===== src/sv/pse_pkg.sv =====
// ----------------------------------------------------------------------------
// Postfix stack evaluator package
// Token and status codes, operator bytes, shared types and the clamp helper.
// ----------------------------------------------------------------------------
`default_nettype none

package pse_pkg;

  // Default sizing.
  localparam int unsigned STACK_DEPTH   = 32;
  localparam int unsigned FRACTION_BITS = 16;
  localparam int unsigned DATA_W        = 32;

  // Saturation bounds of a signed data word.
  localparam logic [DATA_W-1:0] SAT_MAX = {1'b0, {(DATA_W-1){1'b1}}};
  localparam logic [DATA_W-1:0] SAT_MIN = {1'b1, {(DATA_W-1){1'b0}}};

  // Operator bytes (ASCII).
  localparam logic [7:0] OP_ADD = 8'h2B;
  localparam logic [7:0] OP_SUB = 8'h2D;
  localparam logic [7:0] OP_MUL = 8'h2A;
  localparam logic [7:0] OP_DIV = 8'h2F;

  // Token kinds.
  typedef enum logic [1:0] {
    MODE_NUM  = 2'd0,
    MODE_OP   = 2'd1,
    MODE_END  = 2'd2,
    MODE_RSVD = 2'd3
  } mode_e;

  // Result status codes.
  typedef enum logic [2:0] {
    ST_OK        = 3'd0,
    ST_UNDERFLOW = 3'd1,
    ST_DIVZERO   = 3'd2,
    ST_BADOP     = 3'd3,
    ST_OVERFLOW  = 3'd4,
    ST_EMPTY_END = 3'd5,
    ST_LEFTOVER  = 3'd6
  } status_e;

  // Clamped value with its saturation flag.
  typedef struct packed {
    logic              sat;
    logic [DATA_W-1:0] value;
  } clamp_t;

  // Divider result handed back to the controller.
  typedef struct packed {
    logic              done;
    logic              sat;
    logic [DATA_W-1:0] value;
  } div_res_t;

  // Clamp a double-width signed value into one data word.
  function automatic clamp_t clamp64(input logic [2*DATA_W-1:0] v);
    clamp_t r;
    if ((v[2*DATA_W-1:DATA_W-1] == '0) || (v[2*DATA_W-1:DATA_W-1] == '1)) begin
      r.sat   = 1'b0;
      r.value = v[DATA_W-1:0];
    end else begin
      r.sat   = 1'b1;
      r.value = v[2*DATA_W-1] ? SAT_MIN : SAT_MAX;
    end
    return r;
  endfunction

endpackage

`default_nettype wire


===== src/sv/postfix_stack_evaluator.sv =====
// ----------------------------------------------------------------------------
// Postfix stack evaluator
// Number, end and erroring items load their result into the output register.
// Add and subtract: stack read, sum or difference, write-back. Multiply: stack
// read, product, clamp, write-back. Divide runs the one-bit-per-cycle divider.
// Reset empties the stack and clears the sticky error at once; the value
// memory is not cleared, since only entries below the pointer are read.
// ----------------------------------------------------------------------------
`default_nettype none

module postfix_stack_evaluator #(
  parameter int unsigned STACK_DEPTH   = pse_pkg::STACK_DEPTH,
  parameter int unsigned FRACTION_BITS = pse_pkg::FRACTION_BITS
) (
  input  logic                               clk_i,
  input  logic                               rst_ni,
  input  logic                               in_valid_i,
  output logic                               in_stall_o,
  input  logic [1:0]                         mode_i,
  input  logic signed [31:0]                 operand_value_i,
  input  logic [7:0]                         operator_char_i,
  output logic                               out_valid_o,
  input  logic                               out_stall_i,
  output logic [2:0]                         status_o,
  output logic signed [31:0]                 result_value_o,
  output logic [$clog2(STACK_DEPTH+1)-1:0]   stack_depth_o,
  output logic                               saturated_o,
  output logic                               expression_done_o
);

  localparam int unsigned W  = pse_pkg::DATA_W;
  localparam int unsigned AW = $clog2(STACK_DEPTH);
  localparam int unsigned SW = $clog2(STACK_DEPTH + 1);

  typedef enum logic [4:0] {
    S_IDLE = 5'b00001,
    S_LOAD = 5'b00010,
    S_MUL  = 5'b00100,
    S_DIV  = 5'b01000,
    S_FIN  = 5'b10000
  } state_e;

  typedef enum logic [1:0] {
    ALU_ADD = 2'd0,
    ALU_SUB = 2'd1,
    ALU_MUL = 2'd2,
    ALU_DIV = 2'd3
  } alu_op_e;

  // Control and working registers.
  state_e                  state_q, state_d;
  logic [SW-1:0]           sp_q, sp_d;
  pse_pkg::status_e        sticky_q, sticky_d;
  logic [W-1:0]            top_q, top_d;
  alu_op_e                 alu_q, alu_d;
  logic [W-1:0]            res_q, res_d;
  logic                    rsat_q, rsat_d;
  logic signed [2*W-1:0]   prod_q, prod_d;

  // Output register.
  logic                    out_valid_q;
  pse_pkg::status_e        out_status_q;
  logic [W-1:0]            out_value_q;
  logic [SW-1:0]           out_depth_q;
  logic                    out_sat_q;
  logic                    out_done_q;

  // Memory and divider connections.
  logic                    wr_en;
  logic [AW-1:0]           wr_addr;
  logic [W-1:0]            wr_data;
  logic                    rd_en;
  logic [AW-1:0]           rd_addr;
  logic [W-1:0]            rd_data;
  logic                    div_start;
  pse_pkg::div_res_t       div_res;

  // Combinational helpers.
  logic                    acc;
  logic                    out_free;
  logic [SW-1:0]           sp_m2;
  logic signed [W-1:0]     left_s, right_s;
  logic [2*W-1:0]          sum_w, dif_w;
  pse_pkg::clamp_t         cl_sum, cl_dif, cl_mul;
  logic                    err;
  pse_pkg::status_e        err_code;
  logic                    load;
  pse_pkg::status_e        ld_status;
  logic [W-1:0]            ld_value;
  logic [SW-1:0]           ld_depth;
  logic                    ld_sat;
  logic                    ld_done;

  pse_stack_ram #(
    .DEPTH (STACK_DEPTH),
    .WIDTH (W)
  ) u_ram (
    .clk_i     (clk_i),
    .wr_en_i   (wr_en),
    .wr_addr_i (wr_addr),
    .wr_data_i (wr_data),
    .rd_en_i   (rd_en),
    .rd_addr_i (rd_addr),
    .rd_data_o (rd_data)
  );

  pse_div #(
    .FRACTION_BITS (FRACTION_BITS)
  ) u_div (
    .clk_i      (clk_i),
    .rst_ni     (rst_ni),
    .start_i    (div_start),
    .dividend_i (rd_data),
    .divisor_i  (top_q),
    .res_o      (div_res)
  );

  // Handshake: one item in flight, the output register acts as the skid.
  assign acc        = in_valid_i && !in_stall_o;
  assign out_free   = !out_valid_q || !out_stall_i;
  assign in_stall_o = (state_q != S_IDLE) || !out_free;

  // Arithmetic on the left operand from memory and the cached top of stack.
  always_comb begin
    sp_m2   = sp_q - SW'(2);
    left_s  = rd_data;
    right_s = top_q;
    sum_w   = {{W{rd_data[W-1]}}, rd_data} + {{W{top_q[W-1]}}, top_q};
    dif_w   = {{W{rd_data[W-1]}}, rd_data} - {{W{top_q[W-1]}}, top_q};
    cl_sum  = pse_pkg::clamp64(sum_w);
    cl_dif  = pse_pkg::clamp64(dif_w);
    cl_mul  = pse_pkg::clamp64(prod_q >>> FRACTION_BITS);
  end

  // Sequencer: token decode, operand fetch, evaluation and write-back.
  always_comb begin
    state_d   = state_q;
    sp_d      = sp_q;
    sticky_d  = sticky_q;
    top_d     = top_q;
    alu_d     = alu_q;
    res_d     = res_q;
    rsat_d    = rsat_q;
    prod_d    = prod_q;
    wr_en     = 1'b0;
    wr_addr   = sp_q[AW-1:0];
    wr_data   = operand_value_i;
    rd_en     = 1'b0;
    rd_addr   = sp_m2[AW-1:0];
    div_start = 1'b0;
    err       = 1'b0;
    err_code  = pse_pkg::ST_OK;
    load      = 1'b0;
    ld_status = pse_pkg::ST_OK;
    ld_value  = '0;
    ld_depth  = '0;
    ld_sat    = 1'b0;
    ld_done   = 1'b0;

    case (state_q)
      S_IDLE: begin
        if (acc) begin
          if (mode_i == pse_pkg::MODE_END) begin
            // End of expression: pop the answer and leave an empty stack.
            load     = 1'b1;
            ld_done  = 1'b1;
            sticky_d = pse_pkg::ST_OK;
            sp_d     = '0;
            if (sticky_q != pse_pkg::ST_OK) begin
              ld_status = sticky_q;
            end else if (sp_q == '0) begin
              ld_status = pse_pkg::ST_EMPTY_END;
            end else begin
              ld_value = top_q;
              if (sp_q != SW'(1)) begin
                ld_status = pse_pkg::ST_LEFTOVER;
              end
            end
          end else if (sticky_q != pse_pkg::ST_OK) begin
            // Items after an error only repeat the error.
            load      = 1'b1;
            ld_status = sticky_q;
          end else if (mode_i == pse_pkg::MODE_NUM) begin
            if (sp_q == SW'(STACK_DEPTH)) begin
              err      = 1'b1;
              err_code = pse_pkg::ST_OVERFLOW;
            end else begin
              wr_en    = 1'b1;
              sp_d     = sp_q + SW'(1);
              top_d    = operand_value_i;
              load     = 1'b1;
              ld_value = operand_value_i;
              ld_depth = sp_q + SW'(1);
            end
          end else if (mode_i == pse_pkg::MODE_RSVD) begin
            err      = 1'b1;
            err_code = pse_pkg::ST_BADOP;
          end else if (sp_q < SW'(2)) begin
            err      = 1'b1;
            err_code = pse_pkg::ST_UNDERFLOW;
          end else begin
            // Valid operator: fetch the left operand from memory.
            case (operator_char_i)
              pse_pkg::OP_ADD: begin
                alu_d   = ALU_ADD;
                rd_en   = 1'b1;
                state_d = S_LOAD;
              end
              pse_pkg::OP_SUB: begin
                alu_d   = ALU_SUB;
                rd_en   = 1'b1;
                state_d = S_LOAD;
              end
              pse_pkg::OP_MUL: begin
                alu_d   = ALU_MUL;
                rd_en   = 1'b1;
                state_d = S_LOAD;
              end
              pse_pkg::OP_DIV: begin
                if (top_q == '0) begin
                  err      = 1'b1;
                  err_code = pse_pkg::ST_DIVZERO;
                end else begin
                  alu_d   = ALU_DIV;
                  rd_en   = 1'b1;
                  state_d = S_LOAD;
                end
              end
              default: begin
                err      = 1'b1;
                err_code = pse_pkg::ST_BADOP;
              end
            endcase
          end

          // Any error empties the stack and becomes sticky.
          if (err) begin
            load      = 1'b1;
            ld_status = err_code;
            sticky_d  = err_code;
            sp_d      = '0;
          end
        end
      end
      S_LOAD: begin
        case (alu_q)
          ALU_ADD: begin
            res_d   = cl_sum.value;
            rsat_d  = cl_sum.sat;
            state_d = S_FIN;
          end
          ALU_SUB: begin
            res_d   = cl_dif.value;
            rsat_d  = cl_dif.sat;
            state_d = S_FIN;
          end
          ALU_MUL: begin
            prod_d  = left_s * right_s;
            state_d = S_MUL;
          end
          ALU_DIV: begin
            div_start = 1'b1;
            state_d   = S_DIV;
          end
          default: begin
            state_d = S_IDLE;
          end
        endcase
      end
      S_MUL: begin
        // Arithmetic shift of the product rounds toward minus infinity.
        res_d   = cl_mul.value;
        rsat_d  = cl_mul.sat;
        state_d = S_FIN;
      end
      S_DIV: begin
        if (div_res.done) begin
          res_d   = div_res.value;
          rsat_d  = div_res.sat;
          state_d = S_FIN;
        end
      end
      S_FIN: begin
        // Result replaces the two operands once the output slot is free.
        if (out_free) begin
          wr_en    = 1'b1;
          wr_addr  = sp_m2[AW-1:0];
          wr_data  = res_q;
          sp_d     = sp_q - SW'(1);
          top_d    = res_q;
          load     = 1'b1;
          ld_value = res_q;
          ld_depth = sp_q - SW'(1);
          ld_sat   = rsat_q;
          state_d  = S_IDLE;
        end
      end
      default: begin
        state_d = S_IDLE;
      end
    endcase
  end

  // Control registers.
  always_ff @(posedge clk_i or negedge rst_ni) begin
    if (!rst_ni) begin
      state_q     <= S_IDLE;
      sp_q        <= '0;
      sticky_q    <= pse_pkg::ST_OK;
      out_valid_q <= 1'b0;
    end else begin
      state_q  <= state_d;
      sp_q     <= sp_d;
      sticky_q <= sticky_d;
      if (load) begin
        out_valid_q <= 1'b1;
      end else if (!out_stall_i) begin
        out_valid_q <= 1'b0;
      end
    end
  end

  // Payload registers.
  always_ff @(posedge clk_i) begin
    top_q  <= top_d;
    alu_q  <= alu_d;
    res_q  <= res_d;
    rsat_q <= rsat_d;
    prod_q <= prod_d;
    if (load) begin
      out_status_q <= ld_status;
      out_value_q  <= ld_value;
      out_depth_q  <= ld_depth;
      out_sat_q    <= ld_sat;
      out_done_q   <= ld_done;
    end
  end

  assign out_valid_o       = out_valid_q;
  assign status_o          = out_status_q;
  assign result_value_o    = out_value_q;
  assign stack_depth_o     = out_depth_q;
  assign saturated_o       = out_sat_q;
  assign expression_done_o = out_done_q;

endmodule

`default_nettype wire


===== src/sv/pse_stack_ram.sv =====
// ----------------------------------------------------------------------------
// Postfix stack value memory
// One write port and one read port with a registered read.
// ----------------------------------------------------------------------------
`default_nettype none

module pse_stack_ram #(
  parameter int unsigned DEPTH = pse_pkg::STACK_DEPTH,
  parameter int unsigned WIDTH = pse_pkg::DATA_W
) (
  input  logic                     clk_i,
  input  logic                     wr_en_i,
  input  logic [$clog2(DEPTH)-1:0] wr_addr_i,
  input  logic [WIDTH-1:0]         wr_data_i,
  input  logic                     rd_en_i,
  input  logic [$clog2(DEPTH)-1:0] rd_addr_i,
  output logic [WIDTH-1:0]         rd_data_o
);

  logic [WIDTH-1:0] mem_q [DEPTH];
  logic [WIDTH-1:0] rd_data_q;

  // Write port.
  always_ff @(posedge clk_i) begin
    if (wr_en_i) begin
      mem_q[wr_addr_i] <= wr_data_i;
    end
  end

  // Registered read port.
  always_ff @(posedge clk_i) begin
    if (rd_en_i) begin
      rd_data_q <= mem_q[rd_addr_i];
    end
  end

  assign rd_data_o = rd_data_q;

endmodule

`default_nettype wire


===== src/sv/pse_div.sv =====
// ----------------------------------------------------------------------------
// Postfix fixed-point divider
// Restoring divider on magnitudes, one quotient bit per cycle, with an
// up-front range check and a final sign and clamp step.
// ----------------------------------------------------------------------------
`default_nettype none

module pse_div #(
  parameter int unsigned FRACTION_BITS = pse_pkg::FRACTION_BITS
) (
  input  logic                       clk_i,
  input  logic                       rst_ni,
  input  logic                       start_i,
  input  logic [pse_pkg::DATA_W-1:0] dividend_i,
  input  logic [pse_pkg::DATA_W-1:0] divisor_i,
  output pse_pkg::div_res_t          res_o
);

  localparam int unsigned W  = pse_pkg::DATA_W;
  localparam int unsigned CW = $clog2(W + 1);

  typedef enum logic [2:0] {
    DS_IDLE = 3'b001,
    DS_RUN  = 3'b010,
    DS_FIX  = 3'b100
  } dstate_e;

  dstate_e         state_q, state_d;
  logic [CW-1:0]   cnt_q, cnt_d;
  logic [W-1:0]    rem_q, rem_d;
  logic [W-1:0]    quo_q, quo_d;
  logic [W-1:0]    dvs_q, dvs_d;
  logic            neg_q, neg_d;
  logic            ovf_q, ovf_d;
  logic [W-1:0]    mag_a, mag_b;
  logic [2*W-1:0]  scaled;
  logic [W:0]      trial;
  logic [2*W-1:0]  signed_quo;
  pse_pkg::clamp_t fix;

  // Operand magnitudes, scaled dividend and the per-bit step.
  always_comb begin
    mag_a      = dividend_i[W-1] ? (~dividend_i + 1'b1) : dividend_i;
    mag_b      = divisor_i[W-1] ? (~divisor_i + 1'b1) : divisor_i;
    scaled     = {{W{1'b0}}, mag_a} << FRACTION_BITS;
    trial      = {rem_q, quo_q[W-1]};
    signed_quo = neg_q ? (~{{W{1'b0}}, quo_q} + 1'b1) : {{W{1'b0}}, quo_q};
    fix        = pse_pkg::clamp64(signed_quo);

    state_d = state_q;
    cnt_d   = cnt_q;
    rem_d   = rem_q;
    quo_d   = quo_q;
    dvs_d   = dvs_q;
    neg_d   = neg_q;
    ovf_d   = ovf_q;

    case (state_q)
      DS_IDLE: begin
        if (start_i) begin
          // A high half not below the divisor means the quotient needs more
          // than one word and saturates without iterating.
          neg_d   = dividend_i[W-1] ^ divisor_i[W-1];
          dvs_d   = mag_b;
          rem_d   = scaled[2*W-1:W];
          quo_d   = scaled[W-1:0];
          cnt_d   = CW'(W);
          ovf_d   = (scaled[2*W-1:W] >= mag_b);
          state_d = (scaled[2*W-1:W] >= mag_b) ? DS_FIX : DS_RUN;
        end
      end
      DS_RUN: begin
        if (trial >= {1'b0, dvs_q}) begin
          rem_d = W'(trial - {1'b0, dvs_q});
          quo_d = {quo_q[W-2:0], 1'b1};
        end else begin
          rem_d = trial[W-1:0];
          quo_d = {quo_q[W-2:0], 1'b0};
        end
        cnt_d = cnt_q - 1'b1;
        if (cnt_q == CW'(1)) begin
          state_d = DS_FIX;
        end
      end
      DS_FIX: begin
        state_d = DS_IDLE;
      end
      default: begin
        state_d = DS_IDLE;
      end
    endcase
  end

  // Control state.
  always_ff @(posedge clk_i or negedge rst_ni) begin
    if (!rst_ni) begin
      state_q <= DS_IDLE;
    end else begin
      state_q <= state_d;
    end
  end

  // Datapath registers.
  always_ff @(posedge clk_i) begin
    cnt_q <= cnt_d;
    rem_q <= rem_d;
    quo_q <= quo_d;
    dvs_q <= dvs_d;
    neg_q <= neg_d;
    ovf_q <= ovf_d;
  end

  // Result is presented for the single cycle of the fix step.
  always_comb begin
    res_o.done  = (state_q == DS_FIX);
    res_o.sat   = ovf_q | fix.sat;
    res_o.value = ovf_q ? (neg_q ? pse_pkg::SAT_MIN : pse_pkg::SAT_MAX) : fix.value;
  end

endmodule

`default_nettype wire


===== config.mk =====
export PLATFORM = sky130hd
export DESIGN_NAME = postfix_stack_evaluator
export DESIGN_NICKNAME = d
export VERILOG_FILES = /design/src/sv/pse_pkg.sv /design/src/sv/postfix_stack_evaluator.sv /design/src/sv/pse_stack_ram.sv /design/src/sv/pse_div.sv
export SDC_FILE = /design/constraint.sdc
export NUM_CORES = 2
export LEC_CHECK = 0
export CELL_PAD_IN_SITES_DETAIL_PLACEMENT = 2
export CELL_PAD_IN_SITES_GLOBAL_PLACEMENT = 2
export CORE_UTILIZATION = 40
export DETAILED_ROUTE_END_ITERATION = 7
export DONT_BUFFER_PORTS = 1
export PLACE_DENSITY = 0.84
export SYNTH_ARGS = -nofsm -noshare
export SYNTH_HDL_FRONTEND = slang
export SYNTH_HIERARCHICAL = 1
export SYNTH_SLANG_ARGS = --single-unit

===== constraint.sdc =====
create_clock -name clk_i -period 9.5 [get_ports clk_i]
set_clock_uncertainty 0.1 [all_clocks]
set_input_delay 0.475 -clock clk_i [delete_from_list [all_inputs] [get_ports clk_i]]
set_output_delay 0.475 -clock clk_i [all_outputs]
set_load 0.1 [all_outputs]

==> out/qor.yml <==
placement:
  dp_hpwl_mm: 280.9
  gp_congestion: 0.9677
  port_buffers: 0
  postPlaceCellArea_um2: 101500
cts:
  cts_tree: "done"
  cts_sinks: 1336
  cts_max_path_buffers: 3
  numCtsBuffers: 144
  clock_latency_ns: 0.81
  cts-root-buf: "clkbuf_16"
  h-tree-depth: 4
  cts.reportedPaths.clkPinSlew_ns: 0.07
logic_synthesis:
  yosysSeqAreaShare_pct: 41.28
  yosys.area.top_type: "edfxtp_1"
  post-synth-top-count-cell: "edfxtp_1"
  async_reset_ff_share_pct: 1.347
  synth_cell_types: 96
  synth_edf_count: 1318
  syn-instance-count: 8366
  synthTopCellsByArea: "edfxtp_1 41%, fa_1 22%, mux2i_1 5.5%"
  ys_ff_latch: 1336
  synth_compound_area_share_pct: 7.234
  synth_top_area_share_pct: 40.82
  synth.cells.most_frequent: "1318 x edfxtp_1, 1119 x inv_1, 1084 x fa_1"
  synth_top_family_by_area: "adder cells"
  synthXorXnorAreaFrac_pct: 2.150
  syn_avg_cell_area_um2: 11.59
  yosys_warnings: 6
  muxShareOfSynthArea_pct: 5.642
  synth_ff_type: "edfxtp_1"
  syn_nets: 9801
  synth_fa_ha_area_share_pct: 26.32
  synthSimpleGateAreaFrac_pct: 10.97
  syn_area_um2: 96960
final_layout:
  fin_area_um2: 107600
  area_growth_pct: 10.96
  seq_area_um2: 40030
  n_fill_cell: 23750
  layout-drive-gt1-share_pct: 7.702
  multi_input_area_um2: 51140
  finalNetCount: 9862
setup_path:
  cp_slowest_cell: "edfxtp_1"
  max_stage_delay_ns: 0.69
  setup.worst_path.class: "register to register"
  cpMostUsedCell: "fa_1"
  critical_path.startpoint_type: "register"
  end_kind: "register"
  critPathArrivalTime_ns: 10.05
  required_ns: 9.96
  path_max_fanout: 32
floorplanning:
  num_rows: 180
  ios: 91
  core_um2: 240800
  die_h_um: 494.4
  die_area_um2: 244400
  start_util_pct: 40.27
  die_w_um: 494.4
global_routing:
  grt_overflow: 0
  first_global_vias: 81380
  grt_pass1_wl_mm: 587.8
  grt_max_degree: 140
  antenna_found_initial: 33
  gr-usage-all-layers_pct: 33.42
job:
  drv_cap: 2
drt:
  routed_wl_mm: 412.3
  ant_nets: 0
  drc: 0
  dr.pass1.iters: 6
  dr.first_iter.drc_count: 6411
  viasPerCell: 6.043
  vias: 71150
  wl_per_cell_um: 35.02
timing:
  tightest_slew_ns: 1.515
  layout_setup_ws_ns: -0.09724
  fmax_mhz: 104.2
  hold_viol_final: 0
  post-route-period-util_pct: 101.0
  slew_headroom_pct: -1.259
  setup_violations: 2
  period_minus_slack_ns: 9.597
  drv_slew: 66
run_status:
  status: "finished, violations left"
  violations: "max-capacitance violations, max-slew violations, negative setup slack"
min_path:
  min_path_type: "primary input to register"
cells by family (layout without fill, tap and decap cells):
logic type,count (synthesis),count (layout)
simple gates,2234,2234
buf+inv,1561,1738
fa+ha+maj,1389,1389
flops,1336,1336
compound gates,1064,1064
mux,544,544
xor+xnor,238,238
other cells,0,46
path summary, 6_finish.rpt:
kind | start | to | slack [ns] | cells past startpoint
worst min-delay path | operator_char_i[6] | alu_q[1]$_DFFE_PP_ | 0.04 | 2
worst max-delay path | right_s[16]$_DFFE_PP_ | prod_q[62]$_DFFE_PP_ | -0.1 | 25
worst max register to register | right_s[16]$_DFFE_PP_ | prod_q[62]$_DFFE_PP_ | -0.1 | 25
max in group asynchronous | rst_ni | sp_q[0]$_DFFE_PN0P_ | 8.31 | 1
worst min register to register | res_q[28]$_DFFE_PP_ | right_s[28]$_DFFE_PP_ | 0.48 | 2
min in group asynchronous | rst_ni | sticky_q[1]$_DFFE_PN0P_ | 0.20 | 1
layout make-up:
class	count	share of cell area (%)
multi-input combinational	5469	47.53
tap	3185	3.704
clock inverter	89	0.9291
sequential	1336	37.21
inverter	1120	3.911
clock buffer	173	3.450
antenna	46	0.1070
timing repair buffer	356	3.162
metrics by stage:
stage               worst slack (ns)  TNS (ns)  hold WS [ns]  cells  utilization, %
finish                      -0.09724   -0.1901       0.03771  11770           44.69
global placement              0.2636         0       0.08156  11360           42.17
global route                 -0.2060   -0.4381       0.04209  11770           44.68
floorplan                      1.347         0       0.07941   8366               -
detailed placement          0.007820         0       0.08186  11360           42.17
CTS                          0.01164         0      0.001352  11690           44.42
worst max-delay path: cells and delay by family, from the launching register on:
kind | cells | cell delay, ns
adder cells (fa/ha/maj) | 9 | 4.52
AO/OA/AOI/OAI | 6 | 1.83
AND/OR/NAND/NOR | 4 | 1.08
buffers and inverters | 5 | 0.93
flip-flops | 1 | 0.69
XOR/XNOR | 1 | 0.15
repair_timing:
item | in CTS | in global routing
gates resized for setup | 1 | 6
buffers inserted | 23 | 37
endpoints found under the setup margin | 3 | 6
hold buffers | 43 | 0
endpoints found under the hold margin | 90 | 0
flip-flops by register name, summed over array words and instances, names as in the netlist, 32 cells and up:
name             flops
u_div/quo_q         32
u_div/rem_q         32
res_q               32
u_ram/rd_data_o     32
right_s             32
u_ram/mem_q       1024
u_div/dvs_q         32
prod_q              48
result_value_o      32
layout by cell type (no fill, tap or decap), types with 263 or more instances in the layout:
cell type     n
edfxtp_1   1318
nor2_1      283
nand2_1     957
fa_1       1083
a21oi_1     300
buf_4       263
and2_1      463
ha_1        305
inv_1      1117
mux2i_1     533
per-layer routing:
metal | global-route usage, % | vias to the layer above | wire length [µm]
met3 | 5.822 | 1422 | 28740
met5 | 0 | - | 103
li1 | - | 28220 | -
met2 | 57.66 | 3670 | 205800
met4 | 23.10 | 12 | 32650
met1 | 37.61 | 37820 | 145000
Power is not shown: default switching activity piles up to over one toggle a cycle in this logic, so the estimate is an artifact.
